$ cat src/rtl/gpm_pkg.sv
package gpm_pkg;

   // pattern syntax characters
   localparam logic [7:0] CH_STAR   = 8'h2A;
   localparam logic [7:0] CH_QUEST  = 8'h3F;
   localparam logic [7:0] CH_LBRACK = 8'h5B;
   localparam logic [7:0] CH_ESC    = 8'h5C;
   localparam logic [7:0] CH_BANG   = 8'h21;
   localparam logic [7:0] CH_DASH   = 8'h2D;
   localparam logic [7:0] CH_RBRACK = 8'h5D;
   localparam logic [7:0] CH_DOT    = 8'h2E;
   localparam logic [7:0] CH_NUL    = 8'h00;

   localparam int LEN_W = 6;

   typedef struct packed {
      logic       start;
      logic [7:0] char;
   } gpm_cmd_type;

   typedef struct packed {
      logic fire;
      logic matched;
   } gpm_result_type;

endpackage

$ cat src/rtl/gpm_pat_mem.sv
module gpm_pat_mem #(
   parameter int DEPTH = 32,
   parameter int AW    = 5,
   parameter int PW    = 6
) (
   input  logic          clock,
   input  logic          wr_en,
   input  logic [AW-1:0] wr_addr,
   input  logic [7:0]    wr_data,
   input  logic [PW-1:0] rd_addr,
   input  logic [PW-1:0] used,
   output logic [7:0]    rd_data
);
   import gpm_pkg::*;

   logic [7:0] pat_mem [DEPTH];
   logic [7:0] q_ff;
   logic       past_ff;

   // write port and registered read port
   always_ff @(posedge clock) begin
      if (wr_en) begin
         pat_mem[wr_addr] <= wr_data;
      end
      q_ff    <= pat_mem[rd_addr[AW-1:0]];
      past_ff <= (rd_addr >= used);
   end

   // positions past the used length read as pattern end
   assign rd_data = past_ff ? CH_NUL : q_ff;

endmodule

$ cat src/rtl/gpm_engine.sv
module gpm_engine #(
   parameter int MAX_PATTERN = 32,
   parameter int PW          = 6
) (
   input  logic                    clock,
   input  logic                    reset,
   input  gpm_pkg::gpm_cmd_type    cmd,
   input  logic                    out_free,
   output logic [PW-1:0]           rd_addr,
   input  logic [7:0]              rd_data,
   output logic                    idle,
   output gpm_pkg::gpm_result_type result
);
   import gpm_pkg::*;

   localparam logic [3:0] S_IDLE   = 4'd0;
   localparam logic [3:0] S_SCAN   = 4'd1;
   localparam logic [3:0] S_HEAD   = 4'd2;
   localparam logic [3:0] S_ESC    = 4'd3;
   localparam logic [3:0] S_CBANG  = 4'd4;
   localparam logic [3:0] S_CA     = 4'd5;
   localparam logic [3:0] S_CB     = 4'd6;
   localparam logic [3:0] S_CSCAN  = 4'd7;
   localparam logic [3:0] S_DONE   = 4'd8;

   localparam logic [PW-1:0] LAST_POS = PW'(MAX_PATTERN);
   localparam logic [PW-1:0] ONE      = PW'(1);
   localparam logic [PW-1:0] TWO      = PW'(2);

   logic [3:0]         state_ff, state_in;
   logic [PW-1:0]      k_ff, k_in;
   logic [PW-1:0]      i_ff, i_in;
   logic [PW-1:0]      j_ff, j_in;
   logic [7:0]         c_ff, c_in;
   logic [7:0]         lo_ff, lo_in;
   logic [7:0]         pj_ff, pj_in;
   logic               dot_ff, dot_in;
   logic               start_ff, start_in;
   logic               match_ff, match_in;
   logic               skip_ff, skip_in;
   logic               neg_ff, neg_in;
   logic               hit_ff, hit_in;
   logic               first_ff, first_in;
   logic [MAX_PATTERN:0] active_ff, active_in;
   logic [MAX_PATTERN:0] next_ff, next_in;
   logic               thread_end;
   logic               block_wild;

   assign block_wild = dot_ff || (c_ff == CH_NUL);

   always_comb begin
      state_in   = state_ff;
      k_in       = k_ff;
      i_in       = i_ff;
      j_in       = j_ff;
      c_in       = c_ff;
      lo_in      = lo_ff;
      pj_in      = pj_ff;
      dot_in     = dot_ff;
      start_in   = start_ff;
      match_in   = match_ff;
      skip_in    = skip_ff;
      neg_in     = neg_ff;
      hit_in     = hit_ff;
      first_in   = first_ff;
      active_in  = active_ff;
      next_in    = next_ff;
      rd_addr    = i_ff;
      thread_end = 1'b0;
      result     = '0;

      case (state_ff)
         S_IDLE: begin
            if (cmd.start) begin
               c_in     = cmd.char;
               dot_in   = start_ff && (cmd.char == CH_DOT);
               k_in     = '0;
               next_in  = '0;
               match_in = 1'b0;
               state_in = S_SCAN;
            end
         end

         // pick the next active thread
         S_SCAN: begin
            if (active_ff[k_ff]) begin
               i_in     = k_ff;
               skip_in  = 1'b0;
               rd_addr  = k_ff;
               state_in = S_HEAD;
            end else begin
               thread_end = 1'b1;
            end
         end

         // dispatch on the pattern byte at i
         S_HEAD: begin
            skip_in = 1'b0;
            case (rd_data)
               CH_STAR: begin
                  if (skip_ff) begin
                     i_in    = i_ff + ONE;
                     rd_addr = i_ff + ONE;
                     skip_in = 1'b1;
                  end else if (dot_ff) begin
                     thread_end = 1'b1;
                  end else begin
                     next_in[i_ff] = 1'b1;
                     i_in    = i_ff + ONE;
                     rd_addr = i_ff + ONE;
                     skip_in = 1'b1;
                  end
               end
               CH_QUEST: begin
                  if (!block_wild) begin
                     next_in[i_ff + ONE] = 1'b1;
                  end
                  thread_end = 1'b1;
               end
               CH_LBRACK: begin
                  if (block_wild) begin
                     thread_end = 1'b1;
                  end else begin
                     rd_addr  = i_ff + ONE;
                     state_in = S_CBANG;
                  end
               end
               CH_ESC: begin
                  i_in     = i_ff + ONE;
                  rd_addr  = i_ff + ONE;
                  state_in = S_ESC;
               end
               default: begin
                  if (rd_data == c_ff) begin
                     if (c_ff != CH_NUL) begin
                        next_in[i_ff + ONE] = 1'b1;
                     end else begin
                        match_in = 1'b1;
                     end
                  end
                  thread_end = 1'b1;
               end
            endcase
         end

         // literal after an escape
         S_ESC: begin
            if (rd_data == c_ff) begin
               if (c_ff != CH_NUL) begin
                  next_in[i_ff + ONE] = 1'b1;
               end else begin
                  match_in = 1'b1;
               end
            end
            thread_end = 1'b1;
         end

         // class opener: check for negation
         S_CBANG: begin
            first_in = 1'b1;
            hit_in   = 1'b0;
            lo_in    = 8'h00;
            if (rd_data == CH_BANG) begin
               neg_in  = 1'b1;
               j_in    = i_ff + TWO;
               rd_addr = i_ff + TWO;
            end else begin
               neg_in  = 1'b0;
               j_in    = i_ff + ONE;
               rd_addr = i_ff + ONE;
            end
            state_in = S_CA;
         end

         // class body: byte at j
         S_CA: begin
            pj_in = rd_data;
            if (!hit_ff && (rd_data != CH_NUL) && (first_ff || (rd_data != CH_RBRACK))) begin
               rd_addr  = j_ff + ONE;
               state_in = S_CB;
            end else if (rd_data == CH_NUL) begin
               thread_end = 1'b1;
            end else if (rd_data == CH_RBRACK) begin
               if (hit_ff != neg_ff) begin
                  next_in[j_ff + ONE] = 1'b1;
               end
               thread_end = 1'b1;
            end else begin
               j_in     = j_ff + ONE;
               rd_addr  = j_ff + ONE;
               state_in = S_CSCAN;
            end
         end

         // class body: lookahead byte at j+1
         S_CB: begin
            if ((pj_ff == CH_DASH) && (lo_ff != 8'h00) && !first_ff
                && (rd_data != CH_RBRACK)) begin
               if (rd_data == CH_NUL) begin
                  thread_end = 1'b1;
               end else begin
                  hit_in   = (c_ff >= lo_ff) && (c_ff <= rd_data);
                  lo_in    = 8'h00;
                  j_in     = j_ff + TWO;
                  rd_addr  = j_ff + TWO;
                  state_in = S_CA;
               end
            end else begin
               lo_in    = pj_ff;
               hit_in   = (c_ff == pj_ff);
               first_in = 1'b0;
               j_in     = j_ff + ONE;
               rd_addr  = j_ff + ONE;
               state_in = S_CA;
            end
         end

         // skip to the closing bracket
         S_CSCAN: begin
            if (rd_data == CH_NUL) begin
               thread_end = 1'b1;
            end else if (rd_data == CH_RBRACK) begin
               if (hit_ff != neg_ff) begin
                  next_in[j_ff + ONE] = 1'b1;
               end
               thread_end = 1'b1;
            end else begin
               j_in    = j_ff + ONE;
               rd_addr = j_ff + ONE;
            end
         end

         // hand the verdict to the output register
         S_DONE: begin
            result.fire    = out_free;
            result.matched = match_ff;
            if (out_free) begin
               state_in = S_IDLE;
            end
         end

         default: begin
            state_in = S_IDLE;
         end
      endcase

      // advance to the next thread or close the word
      if (thread_end) begin
         if (k_ff == LAST_POS) begin
            if (c_ff == CH_NUL) begin
               active_in    = '0;
               active_in[0] = 1'b1;
               start_in     = 1'b1;
               state_in     = S_DONE;
            end else begin
               active_in = next_in;
               start_in  = 1'b0;
               state_in  = S_IDLE;
            end
         end else begin
            k_in     = k_ff + ONE;
            state_in = S_SCAN;
         end
      end
   end

   always_ff @(posedge clock) begin
      if (reset) begin
         state_ff     <= S_IDLE;
         start_ff     <= 1'b1;
         active_ff    <= '0;
         active_ff[0] <= 1'b1;
         match_ff     <= 1'b0;
      end else begin
         state_ff  <= state_in;
         start_ff  <= start_in;
         active_ff <= active_in;
         match_ff  <= match_in;
      end
   end

   always_ff @(posedge clock) begin
      k_ff     <= k_in;
      i_ff     <= i_in;
      j_ff     <= j_in;
      c_ff     <= c_in;
      lo_ff    <= lo_in;
      pj_ff    <= pj_in;
      dot_ff   <= dot_in;
      skip_ff  <= skip_in;
      neg_ff   <= neg_in;
      hit_ff   <= hit_in;
      first_ff <= first_in;
      next_ff  <= next_in;
   end

   assign idle = (state_ff == S_IDLE);

endmodule

$ cat src/rtl/glob_pattern_matcher_core.sv
// Glob pattern matcher core.
// Load a pattern with req_type = 0 words: req_pattern_index selects the store
// position and req_data_byte holds the pattern byte.
// csr_wr_en / csr_wr_data set the number of pattern bytes in use.
// Feed a file name with req_type = 1 words, one byte each, ending in a zero byte.
// Only the zero byte produces a rsp_ word; rsp_matched tells whether the whole
// name matched the pattern.
// A name word sweeps over the active set and steps each active thread over a
// star or plain byte, an escape, or a bracket class (opening it, testing its
// members, skipping bytes and reaching the closing bracket), reading one store
// byte at a time through the single read port; a terminator word then waits in
// the done state. No further word is taken until the name word is through.
// req_ready is high only while the sequencer is idle.
// Reset empties the active set down to position zero, arms the leading-dot rule,
// clears the length register and drops rsp_valid; pattern store contents are not
// cleared and must be written before use.
// A stalled receiver holds the result in the output register; the block takes
// further words meanwhile and stalls only when a second result is ready.
module glob_pattern_matcher_core #(
   parameter int MAX_PATTERN = 32
) (
   input  logic       clock,
   input  logic       reset,
   input  logic       req_valid,
   output logic       req_ready,
   input  logic       req_type,
   input  logic [4:0] req_pattern_index,
   input  logic [7:0] req_data_byte,
   output logic       rsp_valid,
   input  logic       rsp_ready,
   output logic       rsp_matched,
   input  logic       csr_wr_en,
   input  logic [gpm_pkg::LEN_W-1:0] csr_wr_data
);
   import gpm_pkg::*;

   localparam int PW = $clog2(MAX_PATTERN + 1);
   localparam int AW = $clog2(MAX_PATTERN);
   localparam int XW = (PW > LEN_W) ? PW : LEN_W;

   logic [LEN_W-1:0] len_ff;
   logic             rsp_valid_ff, rsp_valid_in;
   logic             rsp_matched_ff, rsp_matched_in;
   logic [XW-1:0]    len_x, max_x, idx_x;
   logic [PW-1:0]    used;
   logic [PW-1:0]    rd_addr;
   logic [7:0]       rd_data;
   logic             idle;
   logic             req_fire;
   logic             wr_en;
   logic             out_free;
   gpm_cmd_type      cmd;
   gpm_result_type   res;

   // length register
   always_ff @(posedge clock) begin
      if (reset) begin
         len_ff <= '0;
      end else if (csr_wr_en) begin
         len_ff <= csr_wr_data;
      end
   end

   assign len_x = XW'(len_ff);
   assign max_x = XW'(MAX_PATTERN);
   assign idx_x = XW'(req_pattern_index);
   assign used  = (len_x < max_x) ? PW'(len_x) : PW'(max_x);

   // decode the accepted word
   assign req_ready = idle;
   assign req_fire  = req_valid && req_ready;
   assign wr_en     = req_fire && !req_type && (idx_x < max_x);
   assign cmd.start = req_fire && req_type;
   assign cmd.char  = req_data_byte;

   gpm_pat_mem #(
      .DEPTH (MAX_PATTERN),
      .AW    (AW),
      .PW    (PW)
   ) u_mem (
      .clock   (clock),
      .wr_en   (wr_en),
      .wr_addr (AW'(idx_x)),
      .wr_data (req_data_byte),
      .rd_addr (rd_addr),
      .used    (used),
      .rd_data (rd_data)
   );

   gpm_engine #(
      .MAX_PATTERN (MAX_PATTERN),
      .PW          (PW)
   ) u_engine (
      .clock    (clock),
      .reset    (reset),
      .cmd      (cmd),
      .out_free (out_free),
      .rd_addr  (rd_addr),
      .rd_data  (rd_data),
      .idle     (idle),
      .result   (res)
   );

   // output register: load on a verdict, drop on take
   assign out_free = !rsp_valid_ff || rsp_ready;

   always_comb begin
      rsp_valid_in   = rsp_valid_ff;
      rsp_matched_in = rsp_matched_ff;
      if (res.fire) begin
         rsp_valid_in   = 1'b1;
         rsp_matched_in = res.matched;
      end else if (rsp_ready) begin
         rsp_valid_in = 1'b0;
      end
   end

   always_ff @(posedge clock) begin
      if (reset) begin
         rsp_valid_ff <= 1'b0;
      end else begin
         rsp_valid_ff <= rsp_valid_in;
      end
   end

   always_ff @(posedge clock) begin
      rsp_matched_ff <= rsp_matched_in;
   end

   assign rsp_valid   = rsp_valid_ff;
   assign rsp_matched = rsp_matched_ff;

   // no verdict overwrites a result the receiver has not taken
   a_no_overwrite: assert property (@(posedge clock) disable iff (reset)
      (rsp_valid_ff && !rsp_ready) |-> !res.fire)
      else $error("verdict issued while output held");

   // a name word occupies the sequencer
   a_busy_after_name: assert property (@(posedge clock) disable iff (reset)
      (req_fire && req_type) |=> !req_ready)
      else $error("ready stayed high after a name word");

   // a new result comes only from a verdict
   a_rsp_source: assert property (@(posedge clock) disable iff (reset)
      $rose(rsp_valid_ff) |-> $past(res.fire))
      else $error("output loaded without a verdict");

endmodule

$ cat config.mk
export PLATFORM = sky130hd
export DESIGN_NAME = glob_pattern_matcher_core
export DESIGN_NICKNAME = d
export VERILOG_FILES = /design/src/rtl/gpm_pkg.sv /design/src/rtl/gpm_pat_mem.sv /design/src/rtl/gpm_engine.sv /design/src/rtl/glob_pattern_matcher_core.sv
export SDC_FILE = /design/constraint.sdc
export NUM_CORES = 1
export LEC_CHECK = 0
export BUFFER_PORTS_ARGS = -buffer_cell sky130_fd_sc_hd__buf_4
export CORE_MARGIN = 10
export CORE_UTILIZATION = 60
export CTS_CLUSTER_DIAMETER = 60
export DETAILED_ROUTE_END_ITERATION = 12
export PLACE_DENSITY = 0.82
export SETUP_SLACK_MARGIN = 0.5
export SYNTH_ARGS = -nofsm -noshare
export SYNTH_HDL_FRONTEND = slang
export SYNTH_SLANG_ARGS = --single-unit
export TNS_END_PERCENT = 30
$ cat constraint.sdc
create_clock -name clock -period 5 [get_ports clock]
set_clock_uncertainty 0.1 [all_clocks]
set_input_delay 0.25 -clock clock [delete_from_list [all_inputs] [get_ports clock]]
set_output_delay 0.25 -clock clock [all_outputs]
set_load 0.005 [all_outputs]
==> summary.md, run 1 <==
| Metric | Value |
|---|---|
| Starting Density | 0.609 |
| Crit path DAT | 4720 ps |
| Bufs on Longest Clock Path | 3 |
| Pin count of the biggest net entering global routing | 47 |
| CTS Buf Count | 43 |
| Combinational fraction of design power | 0.488 |
| Hold WC Path Type | in -> reg |
| Fill cell count | 2312 |
| Hold WS | 17.6 ps |
| Drt total wl | 52600 um |
| Buffers & Inverters on Critical Path | 2 |
| Tmin final | 4420 ps |
| Placer Congestion | 1.02 |
| VDD IR max | 0.000520 V |
| H-tree levels | 2 |
| Mux contribution to synthesized area | 0.0936 |
| Synth cell types | 94 |
| Clock transition at path regs | 60 ps |
| Final TNS setup | 0 ps |
| Fin. max-slew vios | 0 |
| Design Area, Final | 21200 um^2 |
| Worst Path Max Fanout | 29 |
| Layout cell share with drive strength beyond 1 | 0.120 |
| Clk_lat worst skew | 560 ps |
| Largest family of logic cells by synthesized area | simple AND/OR/NAND/NOR gates |
| Final antenna-violating net count | 0 |
| Critical path's slowest cell | or4_1 |
| Syn Area/Cell | 11.4 um^2 |
| Crit path cell chain | nor3_1 > a31o_1 > or4_1 > buf_4 > nand3_1 > a22oi_1 > o31ai_2 > nand3_4 > buf_12 > mux2i_1 > mux2i_1 > mux2_2 > a211oi_1 > a21oi_1 |
| Worst setup SP type | flip-flop |
| Pwr dens | 649 nW/um^2 |
| Async S/R FF share, synth | 0 |
| Clk pwr share | 0.218 |
| Synth top area share | 0.465 |
| DRC | 0 |
| Ys Warns | 0 |
| Cell Rows | 65 |
| Core ar. | 31600 um^2 |
| Compound-Gate Fraction of Synth Area | 0.127 |
| Top FF cell, synth | edfxtp_1 |
| Seq cells post-synth | 392 |
| Die area | 39600 um^2 |
| Relative slew slack | 0.155 |
| Port bufs | 27 |
| Register Area | 10800 um^2 |
| RSZ-0062 raised after global routing | false |
| Period utilization | 0.883 |
| CP endpoint kind | flip-flop |
| GRT overflow | 0 |
| Leak | 0.00724 uW |
| Cell area after synthesis | 19200 um^2 |
| Synth top area cells | edfxtp_1, dfxtp_1, mux2i_1, a21oi_1, nor2_1 |
| Vias | 14100 |
| Nets@finish | 1771 |
| Final Setup Violations | 0 |
| Synth-to-Final Area Change | 10.4% |
| Multi-input logic area | 7760 um^2 |
| NetSw | 5720 uW |
| Average wire per standard cell | 24.4 um |
| Register area share after synthesis | 0.563 |
| N_diodes | 0 |
| Max Freq | 0.226 GHz |
| Top delay family on crit path | compound AO/OA/AOI/OAI gates |
| Die W | 199 um |
| Max-Cap Viols | 0 |
| CP required | 5300 ps |
| Sw Share | 0.415 |
| Post-Synth Adder-Cell Area | 0.0200 |
| Initial antenna violation count | 0 |
| Crit path largest cell delay | 520 ps |
| Critical setup path kind | reg -> reg |
| Post-Synth Simple-Gate Area | 0.147 |
| Count leader, synth | edfxtp_1 |
| Flop pwr share | 0.293 |
| Synth area leader | edfxtp_1 |
| Status | finished, final reports clean |
| Clock sink total | 392 |
| Synth cell count leaders | edfxtp_1, nor2_1, nand2_1 |
| Mapped Nets | 1747 |
| Ports | 28 |
| Endpoints failing hold | 0 |
| Drt pass-1 iters | 6 |
| 1st-iter DRT viols | 1701 |
| Dpl cell area | 19700 um^2 |
| Root Driver | clkbuf_16 |
| Xor and xnor fraction of the mapped netlist area | 0.0141 |
| Setup Buffers After CTS | 0 |
| Tot GR Track Use | 0.263 |
| Internal power | 8060 uW |
| Die Y | 199 um |
| CTS tree | done |
| Dpl hpwl | 35900 um |
| Post-synth EDFFs | 298 |
| Vias in the first global route | 13800 |
| DR vias/cell | 6.58 |
| Pin slew with the least headroom to its limit | 1260 ps |
| Post-Synthesis Cells | 1692 |
| Cell mode on critical path | mux2i_1 |
| First-pass GRT wire length | 80300 um |
## placed cells by master (no fill, tap or decap), types with 30 or more instances in the layout
| cell | count |
|---|---|
| edfxtp_1 | 298 |
| nor3_1 | 32 |
| ha_1 | 30 |
| clkbuf_16 | 43 |
| a21oi_1 | 127 |
| nor2_1 | 165 |
| a211oi_1 | 41 |
| nand3_1 | 77 |
| inv_1 | 31 |
| mux2_2 | 39 |
| mux2i_1 | 118 |
| dfxtp_1 | 92 |
| o21ai_0 | 59 |
| nand2_1 | 128 |
| buf_4 | 56 |
## stage by stage
step | cells | total power [uW] | util | setup slack, ps
floorplan | 1692 | 9060 | - | 1000
finish | 2151 | 13800 | 0.673 | 583
global placement | 2061 | 10500 | 0.626 | 531
detailed placement | 2061 | 10600 | 0.626 | 435
CTS | 2151 | 13700 | 0.672 | 535
global route | 2151 | 14400 | 0.673 | 515
## path summary, 6_finish.rpt
check                                      from                                  to  slack, ps  cells past startpoint
max                       u_mem.q_ff[1]$_DFF_P_               u_mem.q_ff[6]$_DFF_P_        580                     14
max reg2reg               u_mem.q_ff[1]$_DFF_P_               u_mem.q_ff[6]$_DFF_P_        580                     14
min                                   csr_wr_en              len_ff[5]$_SDFFE_PP0P_         20                      3
min reg2reg  u_engine.active_ff[8]$_SDFFE_PP0P_  u_engine.active_ff[8]$_SDFFE_PP0P_        350                      2
## power by group through the flow
stage / combinational [uW] / sequential, uW / clock [uW]
finish: 6730 / 4050 / 3010
global route: 7160 / 4070 / 3150
CTS: 6610 / 4030 / 3030
detailed placement: 6520 / 4090 / 0
global placement: 6430 / 4080 / 0
floorplan: 5170 / 3880 / 0
## sequential cells by signal, indices dropped and copies added (netlist names), 4 cells and up
register	flops
len_ff	6
u_engine.state_ff	4
u_engine.lo_ff	8
u_engine.c_ff	8
u_mem.pat_mem	256
u_engine.pj_ff	8
u_engine.k_ff	6
u_engine.j_ff	6
u_engine.i_ff	6
u_mem.q_ff	8
u_engine.active_ff	33
u_engine.next_ff	33
## worst min-delay path, cell delays in order
cell	delay (ps)
buf_4	170
mux2i_1	110
nor2_1	110
## routing by layer
metal | GRT usage | share of wire | routed length, um
met2 | 0.425 | 0.47 | 24800
met3 | 0.0490 | 0.095 | 4990
met1 | 0.343 | 0.40 | 20800
met4 | 0.103 | 0.036 | 1910
met5 | 0 | 0 | 0
## layout make-up
type | count | share of cell area
Clock inverter | 23 | 0.00919
Sequential cell | 392 | 0.510
Timing Repair Buffer | 74 | 0.0311
Tap cell | 402 | 0.0237
Inverter | 34 | 0.00601
Clock buffer | 55 | 0.0539
Multi-Input combinational cell | 1171 | 0.366
## what timing repair did
| item | CTS | global route |
|---|---|---|
| resized for setup | 1 | 6 |
| hold buffers | 12 | 0 |
| endpoints found under the setup margin | 1 | 29 |
| hold endpoints to repair | 7 | 0 |
## cell families after synthesis
| kind of cell | after synthesis |
|---|---|
| and+or+nand+nor | 568 |
| DFF | 392 |
| AOI/OAI and AO/OA | 373 |
| muxes | 168 |
| buffers and inverters | 129 |
| xor gates and xnor gates | 31 |
| adders and majority gates | 31 |
No activity file was read; power rests on OpenSTA's default activity.
==> inputs of run 2 (changes only) <==
Settings changed: PLACE_DENSITY 0.82 to not set, PLACE_DENSITY_LB_ADDON set to 0.2.
==> summary.md, run 2 (synthesized netlist as in run 1, its figures left out) <==
| Metric | Value |
|---|---|
| Status | finished, final reports clean |
| Fin. max-slew vios | 0 (unchanged) |
| N_diodes | 0 (unchanged) |
| Final Setup Violations | 0 (unchanged) |
| Final antenna-violating net count | 0 (unchanged) |
| Crit path largest cell delay | 710 ps (+190 ps) |
| Die W | 199 um (unchanged) |
| Hold WC Path Type | in -> reg |
| Dpl hpwl | 37200 um (+3.7%) |
| Most frequent cells in the layout | edfxtp_1, nor2_1, nand2_1, a21oi_1, mux2i_1 |
| Clk_lat worst skew | 560 ps (about the same) |
| Hold Path Depth | 1 (-2) |
| First-pass GRT wire length | 81700 um (+1.7%) |
| Bufs on Longest Clock Path | 3 (unchanged) |
| Die Y | 199 um (unchanged) |
| Critical path's slowest cell | dfxtp_1 |
| Leak | 0.00728 uW (+0.66%) |
| CTS Buf Count | 43 (unchanged) |
| Wl on met1 | 21400 um (+2.7%) |
| CP endpoint kind | flip-flop |
| Vias | 14100 (-0.61%) |
| Nets@finish | 1779 (+0.45%) |
| Endpoints failing hold | 0 (unchanged) |
| Worst setup SP type | flip-flop |
| Pin count of the biggest net entering global routing | 57 (+21%) |
| Top delay family on crit path | multiplexers |
| Synth-to-Final Area Change | 10.7% |
| FF-to-FF Start | u_engine.k_ff[1]$_DFF_P_ |
| Port bufs | 27 (unchanged) |
| Fin util | 0.675 (+0.00210) |
| Max Freq | 0.226 GHz (-0.36%) |
| Pwr Total | 13900 uW (+0.66%) |
| H-tree levels | 2 (unchanged) |
| Fill cell count | 2366 (+2.3%) |
| Tot GR Track Use | 0.269 (+0.00672) |
| Cell Rows | 65 (unchanged) |
| Layout cell share with drive strength beyond 1 | 0.123 (+0.00301) |
| GRT overflow | 0 (unchanged) |
| End of the worst hold path | u_mem.pat_mem[16][5]$_DFFE_PP_ |
| Crit path cell chain | mux4_2 > mux2_2 > a211oi_1 > or4_4 > nor3_1 > a41oi_1 > nand3_4 > buf_12 > mux2i_1 > mux2i_1 > mux2_2 > a211oi_1 > a21oi_1 |
| VDD IR max | 0.000553 V (+6.4%) |
| 1st-iter DRT viols | 1417 (-17%) |
| Buffers & Inverters on Critical Path | 1 (-1) |
| DRC | 0 (unchanged) |
| Tmin final | 4430 ps (+16.0 ps) |
| Max-Cap Viols | 0 (unchanged) |
| Initial antenna violation count | 0 (unchanged) |
| Crit. Startpoint | u_engine.k_ff[1]$_DFF_P_ |
| Reg2Reg Depth | 13 (-1) |
| Core ar. | 31600 um^2 (unchanged) |
| HP Start | req_data_byte[5] |
| Largest reg by FF count | u_mem.pat_mem |
| Pwr dens | 652 nW/um^2 (+0.34%) |
| RSZ-0062 raised after global routing | true |
| DR vias/cell | 6.52 (-0.89%) |
| WL met2 | 26100 um (+5.2%) |
| Ports | 28 (unchanged) |
| Die area | 39600 um^2 (unchanged) |
| Dpl ws | 233 ps (-201 ps) |
| Vias in the first global route | 13500 (-2.1%) |
| Top sig layer | met4 |
| Met3 WL | 4130 um (-17%) |
| Relative slew slack | 0.119 (-0.0357) |
| Average wire per standard cell | 24.8 um (+1.4%) |
| Reg2reg setup slack | 570 ps (-20 ps) |
| Worst Path Max Fanout | 41 (+41%) |
| Commonest non-fill, non-tap cell in the layout | edfxtp_1 |
| Final TNS setup | 0 ps (unchanged) |
| Clock transition at path regs | 60 ps (about the same) |
| Clock sink total | 392 (unchanged) |
| Starting Density | 0.609 (unchanged) |
| Pin slew with the least headroom to its limit | 1310 ps (+51.1 ps) |
| Root Driver | clkbuf_16 |
| Crit path DAT | 4760 ps (+40 ps) |
| Critical setup path kind | reg -> reg |
| Largest register FFs | 256 (unchanged) |
| Placer Congestion | 1.02 (+0.41%) |
| Drt total wl | 53400 um (+1.7%) |
| CP required | 5320 ps (+20 ps) |
| CTS tree | done |
| Drt pass-1 iters | 6 (unchanged) |
| Period utilization | 0.887 (+0.00320) |
| Biggest regs | u_mem.pat_mem (256), u_engine.active_ff (33), u_engine.next_ff (33) |
| End of the worst register-to-register path | u_mem.q_ff[6]$_DFF_P_ |
| Final WS setup | 567 ps (-16.0 ps) |
-- run 2: changes by cell type in the layout (fill, tap and decap cells not counted), moves of 2 or more --
cell	previous run	this run
clkinv_2	5	3
buf_12	6	4
a211oi_1	41	38
bufinv_16	1	3
clkinv_1	9	5
a211oi_2	1	4
clkbuf_1	9	14
buf_4	56	66
-- run 2: area by class of cell --
cell class	instances	area, um^2	share of cell area
Sequential cell	392	10800	0.509
Multi-Input combinational cell	1171	7770	0.365
Clock buffer	60	1170	0.0549
Timing Repair Buffer	82	696	0.0327
Tap cell	402	503	0.0236
Clock inverter	16	199	0.00934
Inverter	34	128	0.00599
-- run 2: worst max-delay path by stage --
| stage | cells past startpoint | to | slack, ps |
|---|---|---|---|
| after floorplan | 18 | u_mem.past_ff$_DFF_P_ | 1000 |
| after global placement | 13 | u_mem.q_ff[6]$_DFF_P_ | 240 |
| after detailed placement | 13 | u_mem.q_ff[6]$_DFF_P_ | 230 |
| after CTS | 12 | u_mem.q_ff[4]$_DFF_P_ | 520 |
| after global routing | 13 | u_mem.q_ff[6]$_DFF_P_ | 440 |
| final | 13 | u_mem.q_ff[6]$_DFF_P_ | 570 |
-- run 2: metal layers --
metal,vias up,global-route usage
met4,0,0.0935
li1,6418,-
met1,6823,0.348
met3,122,0.0453
met2,698,0.449
met5,-,0
-- run 2: timing repair --
item                                    CTS  global route
hold buffers                             12             0
endpoints found under the hold margin     6             0
buffers inserted                          0             0
endpoints found under the setup margin    5             9
gates resized for setup                   2             4
-- run 2: report_power, final --
part	internal, uW	leakage, uW	switching, uW
sequential	3730	0.00345	292
combinational	2620	0.00316	4150
clock	1810	0.000667	1280
total	8160	0.00728	5720
-- run 2: worst register-to-register path: cells and delay by family (launching register included) --
family,cells,cell delay (ps)
AO/OA/AOI/OAI,4,1170
flip-flops,1,710
multiplexers,5,1460
buffers and inverters,1,280
AND/OR/NAND/NOR,3,580
-- run 2: metrics by stage --
step	instance area, um^2	cells	hold WS, ps
5_1_grt	21300	2157	47.1
6_report	21300	2157	49.4
3_3_place_gp	19800	2069	342
4_1_cts	21300	2157	45.4
2_1_floorplan	19200	1692	249
3_5_place_dp	19800	2069	347
